## config.mk

```make
export PLATFORM = sky130hd
export DESIGN_NAME = radix_integer_to_ascii
export DESIGN_NICKNAME = d
export VERILOG_FILES = /design/src/rtl/core/ritoa_pkg.sv /design/src/rtl/core/ritoa_ram.sv /design/src/rtl/core/ritoa_front.sv /design/src/rtl/core/ritoa_fifo.sv /design/src/rtl/core/ritoa_back.sv /design/src/rtl/core/radix_integer_to_ascii.sv
export SDC_FILE = /design/constraint.sdc
export NUM_CORES = 1
export LEC_CHECK = 0
export BUFFER_PORTS_ARGS = -buffer_cell sky130_fd_sc_hd__buf_4
export CAP_MARGIN = 20
export CORE_ASPECT_RATIO = 0.8
export CORE_MARGIN = 4
export CORE_UTILIZATION = 65
export CTS_BUF_LIST = sky130_fd_sc_hd__clkbuf_2 sky130_fd_sc_hd__clkbuf_4 sky130_fd_sc_hd__clkbuf_8
export CTS_CLUSTER_SIZE = 12
export DETAILED_ROUTE_END_ITERATION = 12
export GPL_TIMING_DRIVEN = 0
export PLACE_DENSITY_LB_ADDON = 0.08
export RECOVER_POWER = 25
export SYNTH_ARGS = -nofsm -noshare
export SYNTH_HDL_FRONTEND = slang
export SYNTH_HIERARCHICAL = 1
export SYNTH_SLANG_ARGS = --single-unit
export TNS_END_PERCENT = 100
```

## constraint.sdc

```tcl
create_clock -name clk -period 16.9 [get_ports clk]
set_clock_uncertainty 0.05 [all_clocks]
set_input_delay 5.07 -clock clk [delete_from_list [all_inputs] [get_ports clk]]
set_output_delay 5.07 -clock clk [all_outputs]
set_load 0.005 [all_outputs]
```

## src/rtl/core/ritoa_pkg.sv

```systemverilog
// ----------------------------------------------------------------------------
// ritoa_pkg: shared constants and helpers for the radix integer to ascii block
// Register map codes, field widths, digit encoding.
// ----------------------------------------------------------------------------
`default_nettype none

package ritoa_pkg;

	localparam int RADIX_W   = 6;
	localparam int DIGIT_W   = 6;
	localparam int CHAR_W    = 7;
	// remainder holds one extra bit for the shifted-in dividend bit
	localparam int REM_W     = RADIX_W + 1;
	// restoring division steps done in one clock
	localparam int DIV_STEPS = 4;
	localparam int APB_DW    = 32;
	localparam int APB_AW    = 3;
	localparam int REG_IDX_W = 1;

	localparam logic [REG_IDX_W-1:0] REG_RADIX = 1'd0;

	localparam logic [RADIX_W-1:0] RADIX_RESET = 6'd10;
	localparam logic [RADIX_W-1:0] RADIX_MIN   = 6'd2;
	localparam logic [RADIX_W-1:0] RADIX_MAX   = 6'd36;

	localparam logic [DIGIT_W-1:0] LAST_DEC_DIGIT = 6'd9;
	localparam logic [CHAR_W-1:0]  ASCII_ZERO     = 7'd48;
	localparam logic [CHAR_W-1:0]  LETTER_OFFSET  = 7'd55;

	typedef struct packed {
		logic push;
		logic full;
	} front_q_t;

	typedef struct packed {
		logic pop;
		logic empty;
	} back_q_t;

	function automatic logic [CHAR_W-1:0] digit_to_ascii(input logic [DIGIT_W-1:0] d);
		logic [CHAR_W-1:0] dx;
		dx = {1'b0, d};
		if (d <= LAST_DEC_DIGIT) begin
			return dx + ASCII_ZERO;
		end
		return dx + LETTER_OFFSET;
	endfunction

endpackage

`default_nettype wire

```

## src/rtl/core/ritoa_ram.sv

```systemverilog
// ----------------------------------------------------------------------------
// ritoa_ram: generic single-port-write, single-port-read ram
// One write and one registered read per cycle.
// ----------------------------------------------------------------------------
`default_nettype none

module ritoa_ram #(
	parameter int WIDTH = 6,
	parameter int DEPTH = 31
) (
	input  wire                       clk,
	input  wire                       we,
	input  wire [$clog2(DEPTH)-1:0]   waddr,
	input  wire [WIDTH-1:0]           wdata,
	input  wire                       re,
	input  wire [$clog2(DEPTH)-1:0]   raddr,
	output logic [WIDTH-1:0]          rdata
);

	logic [WIDTH-1:0] mem_q [DEPTH];

	always_ff @(posedge clk) begin
		if (we) begin
			mem_q[waddr] <= wdata;
		end
		if (re) begin
			rdata <= mem_q[raddr];
		end
	end

endmodule

`default_nettype wire

```

## src/rtl/core/ritoa_front.sv

```systemverilog
// ----------------------------------------------------------------------------
// ritoa_front: configuration register and input classification
// Holds the radix register and tags each accepted value with its clamped radix.
// ----------------------------------------------------------------------------
`default_nettype none

module ritoa_front
	import ritoa_pkg::*;
#(
	parameter int VALUE_BITS = 31
) (
	input  wire                      clk,
	input  wire                      arst_n,
	input  wire                      psel,
	input  wire                      penable,
	input  wire                      pwrite,
	input  wire [APB_AW-1:0]         paddr,
	input  wire [APB_DW-1:0]         pwdata,
	output logic [APB_DW-1:0]        prdata,
	input  wire                      push,
	output logic                     full,
	input  wire [VALUE_BITS-1:0]     value,
	output front_q_t                 qctl,
	input  wire                      q_full,
	output logic [RADIX_W+VALUE_BITS-1:0] job
);

	logic [RADIX_W-1:0]   radix_q;
	logic [RADIX_W-1:0]   radix_eff;
	logic [REG_IDX_W-1:0] reg_idx;
	logic                 wr_en;

	assign reg_idx = paddr[APB_AW-1 -: REG_IDX_W];
	assign wr_en   = psel && penable && pwrite;

	always_ff @(posedge clk or negedge arst_n) begin
		if (!arst_n) begin
			radix_q <= RADIX_RESET;
		end else if (wr_en && reg_idx == REG_RADIX) begin
			radix_q <= pwdata[RADIX_W-1:0];
		end
	end

	always_comb begin
		prdata = '0;
		if (reg_idx == REG_RADIX) begin
			prdata = {{(APB_DW-RADIX_W){1'b0}}, radix_q};
		end
	end

	// clamp the radix into 2..36
	always_comb begin
		priority if (radix_q < RADIX_MIN) begin
			radix_eff = RADIX_MIN;
		end else if (radix_q > RADIX_MAX) begin
			radix_eff = RADIX_MAX;
		end else begin
			radix_eff = radix_q;
		end
	end

	assign full      = q_full;
	assign qctl.push = push && !q_full;
	assign qctl.full = q_full;
	assign job       = {radix_eff, value};

endmodule

`default_nettype wire

```

## src/rtl/core/ritoa_fifo.sv

```systemverilog
// ----------------------------------------------------------------------------
// ritoa_fifo: two-entry job queue between front and back
// Decouples input acceptance from the conversion engine.
// ----------------------------------------------------------------------------
`default_nettype none

module ritoa_fifo
	import ritoa_pkg::*;
#(
	parameter int WIDTH = 37
) (
	input  wire              clk,
	input  wire              arst_n,
	input  front_q_t         fctl,
	input  wire [WIDTH-1:0]  wdata,
	output logic             full,
	input  wire              pop,
	output back_q_t          bctl,
	output logic [WIDTH-1:0] rdata
);

	logic [WIDTH-1:0] ent_q [2];
	logic             wptr_q;
	logic             rptr_q;
	logic [1:0]       cnt_q;
	logic             do_pop;

	assign full       = cnt_q == 2'd2;
	assign do_pop     = pop && cnt_q != 2'd0;
	assign bctl.pop   = do_pop;
	assign bctl.empty = cnt_q == 2'd0;
	assign rdata      = ent_q[rptr_q];

	always_ff @(posedge clk) begin
		if (fctl.push) begin
			ent_q[wptr_q] <= wdata;
		end
	end

	always_ff @(posedge clk or negedge arst_n) begin
		if (!arst_n) begin
			wptr_q <= 1'b0;
			rptr_q <= 1'b0;
			cnt_q  <= 2'd0;
		end else begin
			if (fctl.push) begin
				wptr_q <= ~wptr_q;
			end
			if (do_pop) begin
				rptr_q <= ~rptr_q;
			end
			unique case ({fctl.push, do_pop})
				2'b10:   cnt_q <= cnt_q + 2'd1;
				2'b01:   cnt_q <= cnt_q - 2'd1;
				default: cnt_q <= cnt_q;
			endcase
		end
	end

endmodule

`default_nettype wire

```

## src/rtl/core/ritoa_back.sv

```systemverilog
// ----------------------------------------------------------------------------
// ritoa_back: iterative radix divider and digit emitter
// Splits a value into digits into the digit store, then replays them msd first.
// ----------------------------------------------------------------------------
`default_nettype none

module ritoa_back
	import ritoa_pkg::*;
#(
	parameter int VALUE_BITS = 31
) (
	input  wire                           clk,
	input  wire                           arst_n,
	input  back_q_t                       qstat,
	output logic                          q_pop,
	input  wire [RADIX_W+VALUE_BITS-1:0]  job,
	output logic                          empty,
	input  wire                           pop,
	output logic [CHAR_W-1:0]             character,
	output logic                          last
);

	localparam int ITERS  = (VALUE_BITS + DIV_STEPS - 1) / DIV_STEPS;
	localparam int PAD    = ITERS * DIV_STEPS;
	localparam int IT_W   = $clog2(ITERS);
	localparam int CNT_W  = $clog2(VALUE_BITS + 1);
	localparam int ADDR_W = $clog2(VALUE_BITS);

	typedef enum logic [3:0] {
		ST_IDLE    = 4'b0001,
		ST_DIV     = 4'b0010,
		ST_EMIT_RD = 4'b0100,
		ST_EMIT_WR = 4'b1000
	} state_t;

	state_t             state_q;
	logic [PAD-1:0]     quo_q;
	logic [REM_W-1:0]   rem_q;
	logic [RADIX_W-1:0] radix_q;
	logic [IT_W-1:0]    iter_q;
	logic [CNT_W-1:0]   cnt_q;
	logic [ADDR_W-1:0]  idx_q;
	logic               out_valid_q;
	logic [CHAR_W-1:0]  out_char_q;
	logic               out_last_q;

	logic [PAD-1:0]     quo_nx;
	logic [REM_W-1:0]   rem_nx;
	logic               digit_done;
	logic               ram_we;
	logic               ram_re;
	logic [DIGIT_W-1:0] ram_rdata;
	logic               out_free;

	// DIV_STEPS restoring steps on the narrow remainder
	always_comb begin
		quo_nx = quo_q;
		rem_nx = rem_q;
		for (int s = 0; s < DIV_STEPS; s++) begin
			rem_nx = {rem_nx[REM_W-2:0], quo_nx[PAD-1]};
			quo_nx = {quo_nx[PAD-2:0], 1'b0};
			if (rem_nx >= {1'b0, radix_q}) begin
				rem_nx    = rem_nx - {1'b0, radix_q};
				quo_nx[0] = 1'b1;
			end
		end
	end

	assign digit_done = (state_q == ST_DIV) && (iter_q == IT_W'(ITERS - 1));
	assign ram_we     = digit_done;
	assign ram_re     = state_q == ST_EMIT_RD;
	assign q_pop      = (state_q == ST_IDLE) && !qstat.empty;
	assign out_free   = !out_valid_q || pop;

	ritoa_ram #(
		.WIDTH (DIGIT_W),
		.DEPTH (VALUE_BITS)
	) u_digit_store (
		.clk   (clk),
		.we    (ram_we),
		.waddr (cnt_q[ADDR_W-1:0]),
		.wdata (rem_nx[DIGIT_W-1:0]),
		.re    (ram_re),
		.raddr (idx_q),
		.rdata (ram_rdata)
	);

	always_ff @(posedge clk or negedge arst_n) begin
		if (!arst_n) begin
			state_q <= ST_IDLE;
			iter_q  <= '0;
			cnt_q   <= '0;
			idx_q   <= '0;
			rem_q   <= '0;
			quo_q   <= '0;
			radix_q <= RADIX_RESET;
		end else begin
			unique case (state_q)
				ST_IDLE: begin
					if (!qstat.empty) begin
						quo_q   <= {{(PAD-VALUE_BITS){1'b0}}, job[VALUE_BITS-1:0]};
						radix_q <= job[RADIX_W+VALUE_BITS-1 -: RADIX_W];
						rem_q   <= '0;
						iter_q  <= '0;
						cnt_q   <= '0;
						state_q <= ST_DIV;
					end
				end
				ST_DIV: begin
					if (digit_done) begin
						cnt_q  <= cnt_q + CNT_W'(1);
						iter_q <= '0;
						rem_q  <= '0;
						quo_q  <= quo_nx;
						if (quo_nx == '0 || cnt_q == CNT_W'(VALUE_BITS - 1)) begin
							idx_q   <= cnt_q[ADDR_W-1:0];
							state_q <= ST_EMIT_RD;
						end
					end else begin
						iter_q <= iter_q + IT_W'(1);
						quo_q  <= quo_nx;
						rem_q  <= rem_nx;
					end
				end
				ST_EMIT_RD: begin
					state_q <= ST_EMIT_WR;
				end
				ST_EMIT_WR: begin
					if (out_free) begin
						if (idx_q == '0) begin
							state_q <= ST_IDLE;
						end else begin
							idx_q   <= idx_q - ADDR_W'(1);
							state_q <= ST_EMIT_RD;
						end
					end
				end
				default: state_q <= ST_IDLE;
			endcase
		end
	end

	// output register keeps a result while the engine moves on
	always_ff @(posedge clk or negedge arst_n) begin
		if (!arst_n) begin
			out_valid_q <= 1'b0;
		end else if (state_q == ST_EMIT_WR && out_free) begin
			out_valid_q <= 1'b1;
		end else if (pop) begin
			out_valid_q <= 1'b0;
		end
	end

	always_ff @(posedge clk) begin
		if (state_q == ST_EMIT_WR && out_free) begin
			out_char_q <= digit_to_ascii(ram_rdata);
			out_last_q <= idx_q == '0;
		end
	end

	assign empty     = !out_valid_q;
	assign character = out_char_q;
	assign last      = out_last_q;

	a_cnt_bound: assert property (@(posedge clk) disable iff (!arst_n)
		cnt_q <= CNT_W'(VALUE_BITS))
		else $error("digit count beyond store depth");

	a_rem_below_radix: assert property (@(posedge clk) disable iff (!arst_n)
		state_q == ST_DIV |-> rem_q < {1'b0, radix_q})
		else $error("partial remainder not below radix");

	a_emit_in_range: assert property (@(posedge clk) disable iff (!arst_n)
		state_q == ST_EMIT_RD |-> {{(CNT_W-ADDR_W){1'b0}}, idx_q} < cnt_q)
		else $error("digit read outside converted digits");

	a_pop_only_idle: assert property (@(posedge clk) disable iff (!arst_n)
		q_pop |=> state_q == ST_DIV)
		else $error("job taken without starting division");

endmodule

`default_nettype wire

```

## src/rtl/core/radix_integer_to_ascii.sv

```systemverilog
// The idle engine takes a job from the queue and the divider works out its digits lsd first
// into the digit store; each digit is then read back through the store read port (ST_EMIT_RD)
// and written to the output register (ST_EMIT_WR), msd first, with the readback held while a
// character waits in the output register to be popped
// reset: radix returns to 10, queue and output register empty; the digit store is not cleared
// ----------------------------------------------------------------------------
// radix_integer_to_ascii: integer to radix digit string converter
// Turns each value into ascii digits, msd first, flagging the final digit.
// ----------------------------------------------------------------------------
`default_nettype none

module radix_integer_to_ascii
	import ritoa_pkg::*;
#(
	parameter int VALUE_BITS = 31
) (
	input  wire                   clk,
	input  wire                   arst_n,
	input  wire                   psel,
	input  wire                   penable,
	input  wire                   pwrite,
	input  wire [APB_AW-1:0]      paddr,
	input  wire [APB_DW-1:0]      pwdata,
	output logic [APB_DW-1:0]     prdata,
	output logic                  pready,
	input  wire                   push,
	output logic                  full,
	input  wire [VALUE_BITS-1:0]  value,
	output logic                  empty,
	input  wire                   pop,
	output logic [CHAR_W-1:0]     character,
	output logic                  last
);

	localparam int JOB_W = RADIX_W + VALUE_BITS;

	front_q_t         fctl;
	back_q_t          bctl;
	logic             q_full;
	logic             q_pop;
	logic [JOB_W-1:0] job_in;
	logic [JOB_W-1:0] job_out;

	assign pready = 1'b1;

	ritoa_front #(
		.VALUE_BITS (VALUE_BITS)
	) u_front (
		.clk     (clk),
		.arst_n  (arst_n),
		.psel    (psel),
		.penable (penable),
		.pwrite  (pwrite),
		.paddr   (paddr),
		.pwdata  (pwdata),
		.prdata  (prdata),
		.push    (push),
		.full    (full),
		.value   (value),
		.qctl    (fctl),
		.q_full  (q_full),
		.job     (job_in)
	);

	ritoa_fifo #(
		.WIDTH (JOB_W)
	) u_fifo (
		.clk    (clk),
		.arst_n (arst_n),
		.fctl   (fctl),
		.wdata  (job_in),
		.full   (q_full),
		.pop    (q_pop),
		.bctl   (bctl),
		.rdata  (job_out)
	);

	ritoa_back #(
		.VALUE_BITS (VALUE_BITS)
	) u_back (
		.clk       (clk),
		.arst_n    (arst_n),
		.qstat     (bctl),
		.q_pop     (q_pop),
		.job       (job_out),
		.empty     (empty),
		.pop       (pop),
		.character (character),
		.last      (last)
	);

endmodule

`default_nettype wire

```

# Yosys cells after proc, flatten, opt, wreduce, memory -nomap -nowiden

Memories as Yosys holds them, arrays and structs flattened. A register that Yosys moved wholly into a read port is not among the register bits.
Cells that the tools add are included.
Widths: inputs -> output; s select.

Reductions and logical operators: 26
Add/subtract/negate cells: 11
Bitwise operators: 4
Order comparisons: 7
Muxes and demuxes: 44
Equal/unequal tests: 14

Operators by type and width:

| cell                | count |
|---|---|
| $pmux 32 s2         | 1 |
| $mux 6              | 9 |
| $logic_not 32->1    | 1 |
| $mux 32             | 1 |
| $mux 5              | 6 |
| $ge 7x6->1          | 4 |
| $sub 6x6->6         | 4 |
| $pmux 5 s2          | 2 |
| $mux 4              | 4 |
| $pmux 4 s4          | 1 |
| $add 6x6->7 const B | 2 |
| $mux 7              | 2 |
| $mux 1              | 12 |
| $pmux 6 s2          | 1 |
| $reduce_bool 2->1   | 5 |
| $mux 3              | 3 |
| $logic_and 1x1->1   | 8 |
| $gt 6x6->1 const B  | 1 |
| $le 6x4->1 const B  | 1 |
| $lt 6x2->1 const B  | 1 |
| $ne 2x2->1 const B  | 3 |
| $pmux 3 s2          | 1 |
| $add 5x1->5 const B | 1 |
| $eq 5x5->1 const B  | 1 |
| other kinds (22)    | 31 |

RAM bits: 260
Logic and storage cells: 122
Bits of input ports: 73
Memories kept: 2
Flip-flop bits (word level): 80

Memories:

| memory                     | words | bits a word | rd ports | clocked after memory_dff | write ports | line             | text |
|---|---|---|---|---|---|---|---|
| u_back.u_digit_store.mem_q | 31    | 6           | 1        | 1                        | 1           | ritoa_ram.sv:20  | `logic [WIDTH-1:0] mem_q [DEPTH];` |
| u_fifo.ent_q               | 2     | 37          | 1        | 0                        | 1           | ritoa_fifo.sv:22 | `logic [WIDTH-1:0] ent_q [2];` |

# Longest topological paths before layout

Gate-level depths: netlist of run 1.

Depth in word-level cells: 13
Mapped depth: 36
Mapped depth without buffers: 33

# Modules after synthesis

Netlist of run 1, hierarchy kept.

Modules (own cells, without submodules):

| module                 | cells an instance | seq. area each (sq um) | times used | area an instance (sq um) |
|---|---|---|---|---|
| ritoa_ram              | 387               | 5765.5                 | 1          | 7602.3 |
| ritoa_back             | 539               | 1795.5                 | 1          | 4785.8 |
| ritoa_fifo             | 133               | 2322.2                 | 1          | 2952.8 |
| ritoa_front            | 91                | 152.6                  | 1          | 812.0 |
| radix_integer_to_ascii | 2                 | 0.0                    | 1          | 11.3 |

# Least setup slack after synthesis of run 1

OpenSTA, ideal clock, no wires.

Path kind: input port to output port
From: input port paddr[2]
To: output port prdata[0]
Slack: 6.515 ns
Data arrival time: 5.265 ns
Stages on the path: 1
Required time: 11.780 ns
Cells stage by stage: and2b_2

Longest elaborated chain between the ends: 1

RTL lines:

| element            | line                         | text |
|---|---|---|
| start: declaration | radix_integer_to_ascii.sv:22 | `input wire [APB_AW-1:0] paddr,` |
| $mux 6             | ritoa_front.sv:46            | `if (reg_idx == REG_RADIX) begin` |
| end: declaration   | radix_integer_to_ascii.sv:24 | `output logic [APB_DW-1:0] prdata,` |

No other way between the ends.

# Worst setup path in the final report of run 1

Same ends and word-level chain as after synthesis.

==> flow_summary.yaml, run 1 <==
status:
  status: "finished with violations"
  violations: "capacitance limit, slew limit"
detailed_routing:
  routed_wl_microns: 35300
  first_iter_violations: 1089
  firstDrtPassIters: 5
  route.vias.total: 9979
  postRouteAntennaNets: 0
  via_per_inst: 6.16
  post_drt_wl_per_cell_microns: 21.8
  drc: 0
place:
  dpl.hpwl_microns: 24400
  dpl.cell_count: 1523
  gp_congestion: 0.943
  port-buffer-count: 29
die:
  io_pins: 116
  die_area_sq_um: 27400
  chipHeight_microns: 149
  row_count: 51
  initial_core_util_pct: 66.3
  die_w_microns: 184
  core_sq_um: 24400
setup_path:
  critPathLaunchType: "input pin"
  ff2ff_path_depth: 30
  r2r_slack_ns: 7.61
  cp_cell_sequence: "buf_4 > and2b_2 > buf_4"
  slowest_stage: "and2b_2"
  critPathBufInv: 2
  worst-endpoint-arrival_ns: 5.53
  critPathTopFamily: "buffers and inverters"
  cp.required_ns: 11.78
  end_kind: "output pin"
  regToRegEndpoint: "u_back/u_digit_store/mem_q[18][5]$_DFFE_PP_"
  cp_common_cell: "buf_4"
  path_class: "in -> out"
  slowest_delay_ns: 0.22
  r2r-start: "u_back/radix_q[1]$_DFFE_PN1P_"
  worst-path-max-fanout: 7
timing:
  rsz0062_at_grt: "false"
  maxSlewViolCount: 8
  period_needed_ns: 10.65
  finalCritPeriodShare_pct: 63.0
  final-setup-viol-count: 0
  worst_pin_slew_ns: 1.82
  hold_viol: 0
  finalSetupTns_ns: 0
  max_freq_ghz: 0.0939
  hold_slack_ns: 0.452
  max_slew_margin_pct: -23.4
worst_hold_path:
  whs_endpoint: "u_fifo/cnt_q[1]$_DFFE_PN0P_"
  worstHoldStart: "u_fifo/cnt_q[1]$_DFFE_PN0P_"
  whs_path_depth: 1
  hp-class: "reg -> reg"
clocking:
  ctsResizeCount: 0
  clkTransAtPathRegs_ns: 0.06
  cts_hold_buf: 0
  post_cts_buffers: 0
  root_buffer: "clkbuf_8"
  clkLatencyLatePin_ns: 0.58
  cts_tree: "built"
  cts_max_level: 2
  cts_sinks: 346
  numCtsBuffers: 53
  cts_buffer_depth: 3
grt:
  grtUsageTotal_pct: 26.0
  grt_pass1_wl_microns: 54500
  antenna_found_initial: 1
  grt_max_degree: 73
  gr-total-overflow: 0
  grt_pass1_vias: 9650
finish:
  drive_gt1_share_pct: 23.1
  nets: 1374
  final_cells: 1620
  diodes: 0
  final_util_pct: 73.7
  area_growth_pct: 11.2
yosys:
  netlist_area_sq_um: 16100
  netlist_instances: 1150
  yosys_warnings: 6
  post_synth.cell_area_avg_sq_um: 14.0
run:
  maxCapViolCount: 1
[worst reg2reg max path, delay by kind of cell, from the launching register on]
kind / cells / cell delay, ns
multiplexers: 1 / 0.37
buffers and inverters: 3 / 0.50
AO/OA/AOI/OAI: 13 / 3.32
adder cells (fa/ha/maj): 4 / 1.19
flip-flops: 1 / 0.55
AND/OR/NAND/NOR: 9 / 2.78
[final cells by class]
| type | count | area, sq um |
|---|---|---|
| inverters | 33 | 124 |
| plain buffers | 101 | 701 |
| clock buffers | 75 | 920 |
| flip-flops and latches | 346 | 10000 |
| clock inverters | 20 | 98.8 |
| fillers | 1606 | 6410 |
| repair buffers | 32 | 293 |
| multi-input cells | 695 | 5400 |
| well taps | 318 | 398 |
[worst max-delay path by stage]
stage	from	to	slack [ns]	cells past startpoint
floorplan	paddr[2]	prdata[0]	6.51	1
global placement	paddr[2]	prdata[4]	6.27	3
detailed placement	paddr[2]	prdata[0]	6.25	3
CTS	paddr[2]	prdata[0]	6.24	3
global route	paddr[2]	prdata[0]	6.23	3
finish	paddr[2]	prdata[0]	6.25	3
[layout by cell type (no fill, tap or decap), types with 22 or more instances in the layout]
master    count
a21oi_1      22
a22oi_1      34
buf_4        90
clkbuf_1     23
clkbuf_8     57
conb_1       27
dfrtp_1      67
edfxtp_1    274
ha_1         35
inv_1        33
mux2_2       28
mux2_4       22
mux2i_1      25
mux4_2       29
nand2_1      89
nand3_1      22
nor2_1       83
o21ai_0      51
[through the flow]
stage                     setup WS [ns]  cell area, sq um
after global placement             6.27             16900
after detailed placement           6.25             16900
after floorplan                    6.51             16200
after CTS                          6.24             17900
final                              6.25             18000
after global routing               6.23             18000
[sequential cells by signal, summed over array words and instances, names as in the netlist, 2 cells and up]
register / cells
u_back/state_q: 4
u_fifo/ent_q: 74
u_back/iter_q: 3
u_fifo/cnt_q: 2
u_back/cnt_q: 5
u_back/quo_q: 32
u_back/radix_q: 6
u_front/radix_q: 6
u_back/u_digit_store/rdata: 6
u_back/idx_q: 5
u_back/u_digit_store/mem_q: 186
u_back/rem_q: 6
u_back/character: 7
[routing by layer]
metal | track usage (%) | routed length, microns | vias up
met5 | 0 | 0 | -
met4 | 5.51 | 522 | 0
met3 | 6.48 | 4160 | 53
met2 | 36.7 | 15000 | 515
met1 | 41.6 | 15600 | 4898
li1 | - | - | 4513
Power of run 1 is not shown: default switching activity piles up to over one toggle a cycle in this logic, so the estimate is an artifact.
==> inputs of run 2 (changes only) <==
- CORE_UTILIZATION: 65 -> 63
- clock period: 16.9 -> 10.3 ns (I/O delays scaled with it)
==> flow_summary.yaml, run 2 (synthesis results as in run 1) <==
status:
  status: "finished with violations"
  violations: "capacitance limit, slew limit"
die:
  chipHeight_microns: 151
  die_w_microns: 187
  core_sq_um: 25200
  die_area_sq_um: 28300
  io_pins: 116
  initial_core_util_pct: 64.0
  row_count: 52
clocking:
  cts_buffer_depth: 3
  cts_hold_buf: 0
  numCtsBuffers: 52
  clkLatencyLatePin_ns: 0.58
  cts_tree: "built"
  ctsResizeCount: 0
  clkTransAtPathRegs_ns: 0.06
  root_buffer: "clkbuf_8"
  cts_max_level: 2
  post_cts_buffers: 0
  cts_sinks: 346
finish:
  layout_common_cells: "274 x edfxtp_1, 89 x nand2_1, 83 x nor2_1, 67 x dfrtp_1, 59 x buf_4"
  reg.largest.list: "u_back/u_digit_store/mem_q (186), u_fifo/ent_q (74), u_back/quo_q (32)"
  nets: 1373
  drive_gt1_share_pct: 22.8
  area_growth_pct: 11.2
  diodes: 0
  final_common_cell: "edfxtp_1"
  largest_reg_flops: 186
  regMostFlops: "u_back/u_digit_store/mem_q"
run:
  maxCapViolCount: 1
setup_path:
  critPathLaunchType: "flop"
  worst-endpoint-arrival_ns: 9.45
  end_kind: "flop"
  slowest_stage: "nor4_1"
  cp.required_ns: 10.31
  path_class: "reg -> reg"
  cp_common_cell: "ha_1"
  slowest_delay_ns: 0.62
  worst-path-max-fanout: 31
  ff2ff_path_depth: 30
detailed_routing:
  route.vias.total: 9921
  post_drt_wl_per_cell_microns: 21.8
  postRouteAntennaNets: 0
  first_iter_violations: 991
  firstDrtPassIters: 5
  drc: 0
  via_per_inst: 6.10
  routed_wl_microns: 35400
place:
  gp_congestion: 0.904
  port-buffer-count: 29
  dpl.hpwl_microns: 24500
grt:
  grtUsageTotal_pct: 25.1
  grt_max_degree: 73
  gr-total-overflow: 0
  grt_pass1_vias: 9514
  grt_pass1_wl_microns: 54500
  antenna_found_initial: 0
worst_hold_path:
  whs_path_depth: 1
  hp-class: "reg -> reg"
timing:
  hold_viol: 0
  rsz0062_at_grt: "false"
  finalCritPeriodShare_pct: 91.7
  max_freq_ghz: 0.106
  finalSetupTns_ns: 0
  final-setup-viol-count: 0
  max_slew_margin_pct: -20.3
  worst_pin_slew_ns: 1.78
  maxSlewViolCount: 8
  period_needed_ns: 9.44
-- run 2: cell types whose count changed in the layout (fill, tap and decap cells not counted), moves of 2 or more --
cell,change
clkinv_1,-2
clkbuf_8,-3
clkbuf_1,+5
clkinv_2,+3
buf_4,-31
clkbuf_4,+26
-- run 2: metrics by stage --
| step | std cells | worst slack, ns | hold WS [ns] | instance area, sq um | util [%] |
|---|---|---|---|---|---|
| after floorplan | 1175 | 2.66 | 0.406 | 16200 | - |
| after global placement | 1528 | 0.241 | 0.424 | 16900 | 66.8 |
| after detailed placement | 1529 | 1.08 | 0.431 | 16900 | 67.0 |
| after CTS | 1624 | 1.04 | 0.442 | 17900 | 71.1 |
| after global routing | 1626 | 0.423 | 0.477 | 18000 | 71.1 |
| final | 1626 | 0.858 | 0.446 | 18000 | 71.1 |
-- run 2: cell type report --
| type | count | area, sq um |
|---|---|---|
| sequential | 346 | 10000 |
| multi-input combinational | 695 | 5390 |
| inverter | 33 | 124 |
| fill | 1712 | 7290 |
| tap | 324 | 405 |
| timing repair buffer | 32 | 300 |
| clock inverter | 22 | 131 |
| buffer | 101 | 679 |
| clock buffer | 73 | 886 |
-- run 2: path summary, 6_finish.rpt --
path                                                from                                     endpoint  slack [ns]
setup / recovery           u_back/radix_q[1]$_DFFE_PN1P_  u_back/u_digit_store/mem_q[24][5]$_DFFE_PP_        0.86
hold / removal               u_fifo/cnt_q[1]$_DFFE_PN0P_                  u_fifo/cnt_q[1]$_DFFE_PN0P_        0.45
setup reg to reg           u_back/radix_q[1]$_DFFE_PN1P_  u_back/u_digit_store/mem_q[24][5]$_DFFE_PP_        0.86
hold reg to reg              u_fifo/cnt_q[1]$_DFFE_PN0P_                  u_fifo/cnt_q[1]$_DFFE_PN0P_        0.45
max in group asynchronous                         arst_n               u_front/radix_q[2]$_DFFE_PN0P_        6.95
min in group asynchronous                         arst_n                 u_back/quo_q[13]$_DFFE_PN0P_        2.62
-- run 2: layer usage --
metal	global-route usage, %	vias up	wire length, microns
li1	-	4507	-
met1	39.3	4921	16100
met2	36.6	451	15200
met3	6.08	42	3660
met4	4.80	0	422
met5	0	-	0
-- run 2: worst max-delay path: cells and delay by family (launching register included) --
family	cells	cell delay, ns
muxes	1	0.38
DFF	1	0.55
adders and majority gates	4	1.19
and+or+nand+nor	9	2.84
AOI/OAI and AO/OA	13	3.35
buffers and inverters	3	0.52
Power of run 2 is left out for the same reason.
==> inputs of run 3 (changes only) <==
- CELL_PAD_IN_SITES_DETAIL_PLACEMENT: default -> 0
- CELL_PAD_IN_SITES_GLOBAL_PLACEMENT: default -> 1
- CORE_UTILIZATION: 63 -> 52
==> flow_summary.yaml, run 3 (synthesis results as in run 1) <==
grt:
  grt_max_degree: 73
  grt_pass1_vias: 9560
  grtUsageTotal_pct: 21.9
  grt_pass1_wl_microns: 57000
  antenna_found_initial: 1
  gr-total-overflow: 0
place:
  place_area_sq_um: 17000
  port-buffer-count: 29
  dpl.hpwl_microns: 25500
  gp_congestion: 0.884
die:
  core_sq_um: 30500
  die_w_microns: 205
  die_area_sq_um: 34000
  chipHeight_microns: 166
  initial_core_util_pct: 52.9
  row_count: 57
  io_pins: 116
finish:
  drive_gt1_share_pct: 23.1
  largest_reg_flops: 186
  multi_input_area_sq_um: 5390
  design_area_sq_um: 18200
  final_common_cell: "edfxtp_1"
  final-seq-area_sq_um: 10000
  layout_common_cells: "274 x edfxtp_1, 89 x nand2_1, 83 x nor2_1, 67 x dfrtp_1, 58 x buf_4"
  fill_cells: 2480
  reg.largest.list: "u_back/u_digit_store/mem_q (186), u_fifo/ent_q (74), u_back/quo_q (32)"
  nets: 1376
  regMostFlops: "u_back/u_digit_store/mem_q"
  final_util_pct: 59.5
  diodes: 0
  area_growth_pct: 12.4
setup_path:
  worst-path-max-fanout: 31
  cp.required_ns: 10.32
  critPathLaunchType: "flop"
  slowest_delay_ns: 0.64
  path_class: "reg -> reg"
  slowest_stage: "nor4_1"
  end_kind: "flop"
  worst-endpoint-arrival_ns: 9.34
  cp_common_cell: "ha_1"
worst_hold_path:
  hp-class: "reg -> reg"
clocking:
  cts_max_level: 2
  cts_sinks: 346
  root_buffer: "clkbuf_8"
  numCtsBuffers: 54
  cts_hold_buf: 0
  post_cts_buffers: 0
  ctsResizeCount: 0
  cts_tree: "built"
  clkLatencyLatePin_ns: 0.60
  cts_buffer_depth: 3
  clkTransAtPathRegs_ns: 0.06
timing:
  max_freq_ghz: 0.107
  final-setup-viol-count: 0
  max_slew_margin_pct: -24.4
  period_needed_ns: 9.32
  maxSlewViolCount: 8
  finalCritPeriodShare_pct: 90.5
  rsz0062_at_grt: "false"
  worst_pin_slew_ns: 1.84
  finalSetupTns_ns: 0
  hold_viol: 0
detailed_routing:
  firstDrtPassIters: 5
  drc: 0
  via_per_inst: 5.66
  postRouteAntennaNets: 0
  route.vias.total: 9748
  first_iter_violations: 801
  post_drt_wl_per_cell_microns: 21.4
  routed_wl_microns: 36900
run:
  maxCapViolCount: 1
status:
  status: "finished with violations"
  violations: "capacitance limit, slew limit"
run 3: worst paths after layout:
kind | start | cells after the start | slack (ns) | end
max | u_back/radix_q[1]$_DFFE_PN1P_ | 30 | 0.98 | u_back/u_digit_store/mem_q[10][5]$_DFFE_PP_
max reg2reg | u_back/radix_q[1]$_DFFE_PN1P_ | 30 | 0.98 | u_back/u_digit_store/mem_q[10][5]$_DFFE_PP_
min reg2reg | u_fifo/cnt_q[1]$_DFFE_PN0P_ | 1 | 0.44 | u_fifo/cnt_q[1]$_DFFE_PN0P_
min | u_fifo/cnt_q[1]$_DFFE_PN0P_ | 1 | 0.44 | u_fifo/cnt_q[1]$_DFFE_PN0P_
min in group asynchronous | arst_n | 1 | 2.58 | u_back/quo_q[13]$_DFFE_PN0P_
max in group asynchronous | arst_n | 1 | 6.97 | u_front/radix_q[5]$_DFFE_PN0P_
run 3: metrics by stage:
step	std cells	setup slack (ns)	hold slack (ns)
6_report	1723	0.984	0.440
5_1_grt	1723	0.408	0.460
4_1_cts	1721	1.07	0.442
3_5_place_dp	1619	1.10	0.433
3_3_place_gp	1617	0.116	0.426
2_1_floorplan	1175	2.66	0.406
run 3: final cells by class:
class | instances | share of cell area, %
multi-input combinational | 695 | 29.7
inverter | 33 | 0.682
clock buffer | 79 | 5.20
buffer | 101 | 3.70
clock inverter | 23 | 1.06
timing repair buffer | 33 | 1.56
sequential | 346 | 55.3
tap | 413 | 2.85
run 3: metal layers:
metal | wire [microns] | global-route usage (%) | up-vias
met5 | 0 | 0 | -
met4 | 595 | 4.98 | 0
met3 | 3140 | 5.28 | 58
met2 | 15500 | 30.0 | 370
met1 | 17600 | 35.5 | 4811
li1 | - | - | 4509
run 3: worst max-delay path: cells and delay by family (launching register included):
kind                       cells  cell delay [ns]
AOI/OAI and AO/OA             13             3.33
buffers and inverters          3             0.50
adders and majority gates      4             1.17
muxes                          1             0.36
and+or+nand+nor                9             2.82
DFF                            1             0.55
Power of run 3 is left out for the same reason.
